===== config.mk =====
export PLATFORM = sky130hd
export DESIGN_NAME = rsm_ctrl
export DESIGN_NICKNAME = d
export VERILOG_FILES = /design/src/rtl/core/rsm_pkg.sv /design/src/rtl/core/rsm_ctrl.sv
export SDC_FILE = /design/constraint.sdc
export NUM_CORES = 1
export LEC_CHECK = 0
export BUFFER_PORTS_ARGS = -buffer_cell sky130_fd_sc_hd__buf_2
export CORE_MARGIN = 2
export CORE_UTILIZATION = 51
export CTS_CLUSTER_SIZE = 16
export DETAILED_ROUTE_END_ITERATION = 12
export HOLD_SLACK_MARGIN = 0.15
export PLACE_DENSITY_LB_ADDON = 0.3
export SYNTH_ARGS = -nofsm -noshare
export SYNTH_HDL_FRONTEND = slang
export SYNTH_SLANG_ARGS = --single-unit

===== constraint.sdc =====
create_clock -name clk -period 2 [get_ports clk]
set_clock_uncertainty 0.05 [all_clocks]
set_input_delay 0.2 -clock clk [delete_from_list [all_inputs] [get_ports clk]]
set_output_delay 0.2 -clock clk [all_outputs]
set_load 0.005 [all_outputs]

===== src/rtl/core/rsm_pkg.sv =====
// Shared types and constants for the register stack machine executor.
// Opcodes, fault codes, controller states, datapath commands and status.
// No dependencies.
package rsm_pkg;

  localparam logic [4:0] OP_LIT   = 5'd1;
  localparam logic [4:0] OP_RTN   = 5'd2;
  localparam logic [4:0] OP_LOD   = 5'd3;
  localparam logic [4:0] OP_STO   = 5'd4;
  localparam logic [4:0] OP_CAL   = 5'd5;
  localparam logic [4:0] OP_INC   = 5'd6;
  localparam logic [4:0] OP_JMP   = 5'd7;
  localparam logic [4:0] OP_JPC   = 5'd8;
  localparam logic [4:0] OP_WRITE = 5'd9;
  localparam logic [4:0] OP_READ  = 5'd10;
  localparam logic [4:0] OP_HALT  = 5'd11;
  localparam logic [4:0] OP_NEG   = 5'd12;
  localparam logic [4:0] OP_ADD   = 5'd13;
  localparam logic [4:0] OP_SUB   = 5'd14;
  localparam logic [4:0] OP_MUL   = 5'd15;
  localparam logic [4:0] OP_DIV   = 5'd16;
  localparam logic [4:0] OP_ODD   = 5'd17;
  localparam logic [4:0] OP_MOD   = 5'd18;
  localparam logic [4:0] OP_EQL   = 5'd19;
  localparam logic [4:0] OP_NEQ   = 5'd20;
  localparam logic [4:0] OP_LSS   = 5'd21;
  localparam logic [4:0] OP_LEQ   = 5'd22;
  localparam logic [4:0] OP_GTR   = 5'd23;
  localparam logic [4:0] OP_GEQ   = 5'd24;

  localparam logic [1:0] FLT_NONE  = 2'd0;
  localparam logic [1:0] FLT_DIV0  = 2'd1;
  localparam logic [1:0] FLT_STACK = 2'd2;
  localparam logic [1:0] FLT_JUMP  = 2'd3;

  typedef enum logic [3:0] {
    ST_CLEAR, ST_IDLE, ST_RD_B, ST_RD_R, ST_EXEC, ST_WALK, ST_WALKW, ST_ADDR,
    ST_LODW, ST_CAL, ST_RTN3, ST_RTN4, ST_DIV, ST_DIVF, ST_WB, ST_OUT
  } state_t;

  typedef enum logic [4:0] {
    CMD_NONE, CMD_CLR, CMD_LOAD, CMD_RD_B, CMD_RD_R, CMD_EXEC, CMD_WALK,
    CMD_WALK_CAP, CMD_ADDR, CMD_LOD_WB, CMD_CAL, CMD_RTN3, CMD_RTN4,
    CMD_DIV_STEP, CMD_DIV_FIN, CMD_WB, CMD_OUT
  } cmd_t;

  typedef enum logic [3:0] {
    RT_DONE, RT_WB, RT_DIV, RT_WALK, RT_RTN, RT_STEP, RT_ADDR, RT_LOD, RT_CAL
  } route_t;

  typedef struct packed {
    logic   clr_done;
    logic   halted;
    logic   out_free;
    logic   last;
    route_t route;
  } sts_t;

endpackage


===== src/rtl/core/rsm_ctrl.sv =====
// Controller state machine: sequences clearing, operand reads, execution,
// static-link walks, calls, returns, division and result hand-off.
// Depends on rsm_pkg.
module rsm_ctrl
  import rsm_pkg::*;
(
  input  logic clk,
  input  logic rst,
  input  logic s_tvalid,
  output logic s_tready,
  input  sts_t sts,
  output cmd_t cmd
);

  state_t state, state_next;

  always_ff @(posedge clk) begin
    if (rst) begin
      state <= ST_CLEAR;
    end else begin
      state <= state_next;
    end
  end

  always_comb begin
    state_next = state;
    cmd        = CMD_NONE;
    s_tready   = 1'b0;
    case (state)
      ST_CLEAR: begin
        cmd = CMD_CLR;
        if (sts.clr_done) state_next = ST_IDLE;
      end
      ST_IDLE: begin
        s_tready = 1'b1;
        if (s_tvalid) begin
          cmd        = CMD_LOAD;
          state_next = sts.halted ? ST_OUT : ST_RD_B;
        end
      end
      ST_RD_B: begin
        cmd        = CMD_RD_B;
        state_next = ST_RD_R;
      end
      ST_RD_R: begin
        cmd        = CMD_RD_R;
        state_next = ST_EXEC;
      end
      ST_EXEC: begin
        cmd = CMD_EXEC;
        case (sts.route)
          RT_WB:   state_next = ST_WB;
          RT_DIV:  state_next = ST_DIV;
          RT_WALK: state_next = ST_WALK;
          RT_RTN:  state_next = ST_RTN3;
          default: state_next = ST_OUT;
        endcase
      end
      ST_WALK: begin
        cmd = CMD_WALK;
        case (sts.route)
          RT_STEP: state_next = ST_WALKW;
          RT_ADDR: state_next = ST_ADDR;
          default: state_next = ST_OUT;
        endcase
      end
      ST_WALKW: begin
        cmd        = CMD_WALK_CAP;
        state_next = ST_WALK;
      end
      ST_ADDR: begin
        cmd = CMD_ADDR;
        case (sts.route)
          RT_LOD:  state_next = ST_LODW;
          RT_CAL:  state_next = ST_CAL;
          default: state_next = ST_OUT;
        endcase
      end
      ST_LODW: begin
        cmd        = CMD_LOD_WB;
        state_next = ST_OUT;
      end
      ST_CAL: begin
        cmd = CMD_CAL;
        if (sts.last) state_next = ST_OUT;
      end
      ST_RTN3: begin
        cmd        = CMD_RTN3;
        state_next = ST_RTN4;
      end
      ST_RTN4: begin
        cmd        = CMD_RTN4;
        state_next = ST_OUT;
      end
      ST_DIV: begin
        cmd = CMD_DIV_STEP;
        if (sts.last) state_next = ST_DIVF;
      end
      ST_DIVF: begin
        cmd        = CMD_DIV_FIN;
        state_next = ST_WB;
      end
      ST_WB: begin
        cmd        = CMD_WB;
        state_next = ST_OUT;
      end
      ST_OUT: begin
        if (sts.out_free) begin
          cmd        = CMD_OUT;
          state_next = ST_IDLE;
        end
      end
      default: state_next = ST_IDLE;
    endcase
  end

  // a result is only loaded when the output register can take it
  assert property (@(posedge clk) disable iff (rst) cmd == CMD_OUT |-> sts.out_free)
    else $error("result overwrites pending request");
  // a request is accepted only once clearing has finished
  assert property (@(posedge clk) disable iff (rst)
    (s_tvalid && s_tready) |-> $past(state) != ST_CLEAR || $past(sts.clr_done))
    else $error("request accepted during clear");

endmodule


==> qor.csv, run 1 <==
stage;metric;value;unit
worst_setup_path;Setup crit start kind;flip-flop;
timing;final count of negative-setup-slack endpoints;0;
synthesis;Top FF cell, synth;dfxtp_1;
clock_network;TritonCTS Buffers;3;
timing;Max Freq;561;MHz
route;Via density;6.06;
worst_setup_path;reg-to-reg startpoint;state[2];
finish;final instance area;754;um2
clock_network;CTS tree;yes;
worst_setup_path;Worst Setup SP;state[2];
finish;register area;81.3;um2
route;Routed Antenna Nets;0;
clock_network;TritonCTS Sinks;4;
worst_setup_path;Critical Path AT;1870;ps
synthesis;Post-Syn Nets;97;
clock_network;Clock Tree Root;clkbuf_4;
global_routing;largest net degree at the start of global routing;20;
pwr;P_leak;0.277;nW
synthesis;Post-synth EDFFs;0;
finish;most common cell after layout, fill and taps aside;buf_2;
finish;fin util;59.5;%
timing;Hold WS;332;ps
finish;Nets;113;
finish;most frequent cells in the layout;buf_2, inv_1, nor3_1;
hold_path;Worst Hold Launch;sts[5];
pwr;VDD IR max;0.357;mV
synthesis;Avg Cell Area, Syn;7.89;um2
worst_setup_path;crit-path max FO;17;
clock_network;Longest Clk Path Bufs;2;
timing;final critical-path share of the clock period;89.1;%
global_routing;vias in the first global route;572;
timing;Worst-Margin Slew;587;ps
synthesis;Synth async-reset ratio;0;%
pwr;post-route total power;451;uW
synthesis;Syn. warnings;0;
route;Initial DRC Count;30;
die;Core Area;1270;um2
timing;Slew Viols, Final;0;
finish;Biggest register;state;
route;first drt pass iteration count;4;
die;Starting Density;53.5;%
synthesis;synthesized area;678;um2
placed_design;Detailed Place HPWL;1.20;mm
worst_setup_path;CP Class;reg2reg;
worst_setup_path;Worst EP required;2090;ps
timing;RSZ-0062 raised after global routing;false;
synthesis;Synth cell types;44;
timing;Max-slew headroom;60.8;%
global_routing;Tot GR Track Use;22.1;%
die;die area;1640;um2
timing;final hold violation count;0;
clock_network;CTS HTree Levels;1;
global_routing;initial antenna violation count;0;
finish;fraction of layout cells with a size suffix above 1;28.0;%
status;status;complete, no violations;
route;vias;697;
placed_design;Area after DPL;721;um2
die;row count;13;
die;Die Span Y;40.5;um
route;wire per inst;13.7;um
route;# DRC;0;
finish;max reg flops;4;
timing;post-route minimum period;1780;ps
job;max_cap viols;0;
finish;Fill cells;132;
hold_path;Hold WC Path Type;in2reg;
placed_design;GP Congestion;0.810;
finish;ANT cells;0;
pwr;pwr dens;597;nW/um2
finish;Largest regs;state x4;
synthesis;synthesis-stage register bit count;4;
global_routing;first-pass GRT wire length;2.48;mm
clock_network;worst skew pair latency;230;ps
placed_design;I/O Buffers;16;
worst_setup_path;Setup crit end kind;flip-flop;
route;routed wire length;1.57;mm
synthesis;Synth Instances;86;
die;Ports;17;
die;Die X;40.5;um
global_routing;GRT overflow;0;
synthesis;register area share after synthesis;11.8;%
clock_network;Reg clk slew, reported paths;40;ps
timing;setup TNS;0;ps
finish;Multi-input gate area;504;um2
finish;Area Growth Syn to Fin;11.3;%
[area by class of cell]
type | instances | area share, %
clock buffers | 3 | 2.99
inverters | 8 | 3.98
multi-input cells | 67 | 66.8
flip-flops and latches | 4 | 10.8
well taps | 15 | 2.49
repair buffers | 18 | 12.9
[where the power goes]
group | switching (mW) | leakage [nW] | internal, mW
logic | 0.104 | 0.231 | 0.106
clock network | 0.0331 | 0.0138 | 0.0671
registers | 0.0487 | 0.0328 | 0.0914
total | 0.186 | 0.277 | 0.265
[per-stage QoR]
step           std cells  worst slack (ps)
6_report             115               219
5_1_grt              115               115
4_1_cts              115               122
3_5_place_dp         111               135
3_3_place_gp         111               239
2_1_floorplan         86               591
[Yosys cell counts, types with 3 or more instances]
| cell type | n | area, um2 |
|---|---|---|
| nor4b_1 | 3 | 26.3 |
| buf_6 | 4 | 45.0 |
| inv_1 | 7 | 26.3 |
| nand2b_1 | 4 | 25.0 |
| nand2_1 | 3 | 11.3 |
| nor2_1 | 3 | 11.3 |
| nor3_1 | 6 | 30.0 |
| a21oi_1 | 5 | 25.0 |
| dfxtp_1 | 4 | 80.1 |
| a211oi_1 | 3 | 22.5 |
[per-layer routing]
metal | wire, um | vias to the layer above | global-route usage, % | part of all wire (%)
met1 | 793 | 312 | 32.6 | 50
met5 | 0 | - | 0 | 0
met2 | 721 | 19 | 34.1 | 46
li1 | - | 366 | - | -
met3 | 59 | 0 | 5.00 | 3.7
met4 | 0 | 0 | 0 | 0
[path summary, 6_finish.rpt]
check             cells after the start       end  slack [ps]
setup / recovery                      4  state[0]         220
hold / removal                        4  state[1]         330
setup reg to reg                      4  state[0]         220
hold reg to reg                       3  state[0]         750
[worst max-delay path, stage by stage (launching register included)]
cell      delay, ps
dfxtp_1         670
and2b_1         250
a222oi_1        330
o32ai_1         170
a211oi_1        220
[cell families (layout without fill, tap and decap cells)]
| family | after synthesis | in the layout | synth area share (%) |
|---|---|---|---|
| AOI/OAI and AO/OA | 28 | 28 | 30.8 |
| xor gates and xnor gates | 4 | 4 | 5.17 |
| buffers and inverters | 15 | 29 | 13.8 |
| DFF | 4 | 4 | 11.8 |
| and+or+nand+nor | 35 | 35 | 38.4 |
[what timing repair did]
item	4_1_cts	5_1_grt
setup buffers	0	0
resized for setup	0	1
hold buffers	1	0
setup endpoints to repair	0	1
hold endpoints to repair	2	0
No activity file was read; power rests on OpenSTA's default activity.
==> run 2: changes to the inputs <==
- ABC_AREA: not set -> 1
- BUFFER_PORTS_ARGS: -buffer_cell sky130_fd_sc_hd__buf_2 -> not set
- CORE_AREA: not set -> 2 2 39 41
- CORE_MARGIN: 2 -> not set
- CORE_UTILIZATION: 51 -> not set
- DIE_AREA: not set -> 0 0 41 43
- DONT_BUFFER_PORTS: not set -> 1
- GPL_TIMING_DRIVEN: not set -> 0
==> qor.csv, run 2 <==
stage;metric;value;unit
die;Starting Density;41.6;%
timing;Hold WS;233;ps
synthesis;Adder-Cell Fraction of Synth Area;0;%
synthesis;Synth Area in Simple Gates;62.8;%
synthesis;Post-Syn Nets;130;
pwr;pwr dens;1320;nW/um2
finish;Area Growth Syn to Fin;9.13;%
worst_setup_path;Worst EP required;2080;ps
global_routing;vias in the first global route;570;
die;Die X;41;um
finish;ANT cells;0;
pwr;clock network fraction of total power;11.7;%
die;die area;1760;um2
synthesis;Synth Area in XOR/XNOR;0;%
synthesis;mux share of post-synthesis cell area;0;%
finish;Biggest register;state;
global_routing;GRT overflow;0;
worst_setup_path;Setup crit end kind;flip-flop;
synthesis;cell with the most instances after synthesis;nand2_1;
route;Via density;4.83;
route;wire per inst;9.74;um
synthesis;Synth cell types;15;
pwr;P_leak;0.374;nW
worst_setup_path;Setup crit start kind;flip-flop;
synthesis;Synth async-reset ratio;0;%
timing;Max-slew headroom;83.7;%
finish;Largest regs;state x4;
pwr;Switching Share;53.6;%
synthesis;register area share after synthesis;13.9;%
finish;fraction of layout cells with a size suffix above 1;9.76;%
finish;Fill cells;168;
worst_setup_path;crit-path max FO;7;
global_routing;Tot GR Track Use;18.1;%
finish;Nets;136;
synthesis;top cell type's share of synthesized area;30.0;%
route;Routed Antenna Nets;0;
die;Die Span Y;43;um
pwr;Reg power frac;17.9;%
finish;max reg flops;4;
clock_network;CTS HTree Levels;1;
timing;final critical-path share of the clock period;70.3;%
pwr;VDD IR max;0.591;mV
timing;RSZ-0062 raised after global routing;false;
finish;most common cell after layout, fill and taps aside;nand2_1;
timing;Slew Viols, Final;0;
job;max_cap viols;0;
placed_design;Detailed Place HPWL;1.13;mm
clock_network;Longest Clk Path Bufs;2;
finish;most frequent cells in the layout;nand2_1, nor2_1, inv_1;
timing;post-route minimum period;1410;ps
global_routing;first-pass GRT wire length;2.15;mm
pwr;post-route total power;828;uW
synthesis;Compound-Gate Fraction of Synth Area;9.57;%
die;Core Area;1380;um2
clock_network;TritonCTS Sinks;4;
route;first drt pass iteration count;4;
synthesis;Synth Instances;119;
synthesis;largest family of logic cells by synthesized area;simple AND/OR/NAND/NOR gates;
pwr;switching pwr;443;uW
route;Initial DRC Count;15;
synthesis;Syn. warnings;0;
worst_setup_path;CP Class;reg2reg;
placed_design;dpl ws;612;ps
clock_network;Reg clk slew, reported paths;40;ps
global_routing;largest net degree at the start of global routing;9;
clock_network;Clock Tree Root;clkbuf_4;
clock_network;CTS tree;yes;
finish;register area;80.1;um2
timing;Max Freq;712;MHz
route;vias;672;
hold_path;Hold WC Path Type;in2reg;
route;routed wire length;1.35;mm
pwr;Int Pwr;385;uW
timing;Worst-Margin Slew;243;ps
timing;final hold violation count;0;
synthesis;Avg Cell Area, Syn;4.84;um2
clock_network;setup repair bufs after CTS;0;
synthesis;synthesized area;576;um2
timing;final setup margin;595;ps
synthesis;area leader, netlist;nand2_1;
placed_design;GP Congestion;0.806;
clock_network;worst skew pair latency;230;ps
synthesis;synth top area cells;nand2_1, nor2_1, dfxtp_1;
status;status;complete, no violations;
synthesis;top post-synthesis cells by count;nand2_1, nor2_1, inv_1;
die;Ports;17;
finish;Multi-input gate area;417;um2
synthesis;synthesis-stage register bit count;4;
placed_design;I/O Buffers;0;
synthesis;Top FF cell, synth;dfxtp_1;
synthesis;Post-synth EDFFs;0;
worst_setup_path;Critical Path AT;1480;ps
timing;setup TNS;0;ps
clock_network;TritonCTS Buffers;3;
timing;final count of negative-setup-slack endpoints;0;
route;# DRC;0;
global_routing;initial antenna violation count;0;
die;row count;14;
pwr;Comb pwr share;70.3;%
[run 2: changes by cell type after synthesis, sizes merged, moves of 3 or more]
| cell | delta |
|---|---|
| nor4b | -4 |
| nor3 | -6 |
| inv | +10 |
| nand3 | +8 |
| nand2b | -4 |
| nor2 | +22 |
| buf | -5 |
| nor4 | -4 |
| a211oi | -3 |
| nand2 | +45 |
[run 2: cell type report]
type                       instances  share of cell area, %
multi-input combinational         96                   66.3
sequential                         4                   12.7
clock buffer                       3                   3.59
timing repair buffer               1                   1.59
tap                               16                   3.19
inverter                          18                   10.8
buffer                             1                   1.79
[run 2: path summary, 6_finish.rpt]
path	cells past startpoint	slack (ps)	end	startpoint
worst max-delay path	8	590	state[0]	state[2]
worst min-delay path	3	230	state[1]	sts[5]
worst max register to register	8	590	state[0]	state[2]
worst min register to register	2	520	state[2]	state[2]
[run 2: metal layers]
layer | up-vias | part of all wire, % | GRT usage (%) | wire [um]
li1 | 373 | - | - | -
met1 | 289 | 46 | 22.8 | 629
met2 | 10 | 51 | 27.5 | 692
met3 | 0 | 2.4 | 3.14 | 33
met4 | 0 | 0 | 10.0 | 0
met5 | - | 0 | 0 | 0
[run 2: what timing repair did]
item,4_1_cts,5_1_grt
resized for setup,0,0
hold buffers,1,0
endpoints found under the hold margin,4,0
[run 2: cells by family (layout without fill, tap and decap cells)]
family          count (synthesis)  in the layout
simple gates                   86             86
flops                           4              4
buf+inv                        19             23
compound gates                 10             10
[run 2: critical path, cell delays in order (launching register included)]
cell and delay (ps):
dfxtp_1 440, inv_1 120, nand2_1 150, nor2_2 70
nand2_1 100, nand2_1 60, nand3b_1 170, nor2_1 100
nor2_1 40
[run 2: per-stage QoR]
stage | std cells | area, um2 | util (%)
floorplan | 119 | 576 | -
global placement | 135 | 596 | 43.0
detailed placement | 135 | 596 | 43.0
CTS | 139 | 628 | 45.4
global route | 139 | 628 | 45.4
finish | 139 | 628 | 45.4
[run 2: power by group through the flow]
| stage | clock network (mW) | registers, mW | logic [mW] |
|---|---|---|---|
| global route | 0.108 | 0.151 | 0.674 |
| floorplan | 0 | 0.142 | 0.480 |
| detailed placement | 0 | 0.150 | 0.579 |
| CTS | 0.104 | 0.148 | 0.587 |
| global placement | 0 | 0.147 | 0.576 |
| finish | 0.0971 | 0.148 | 0.583 |
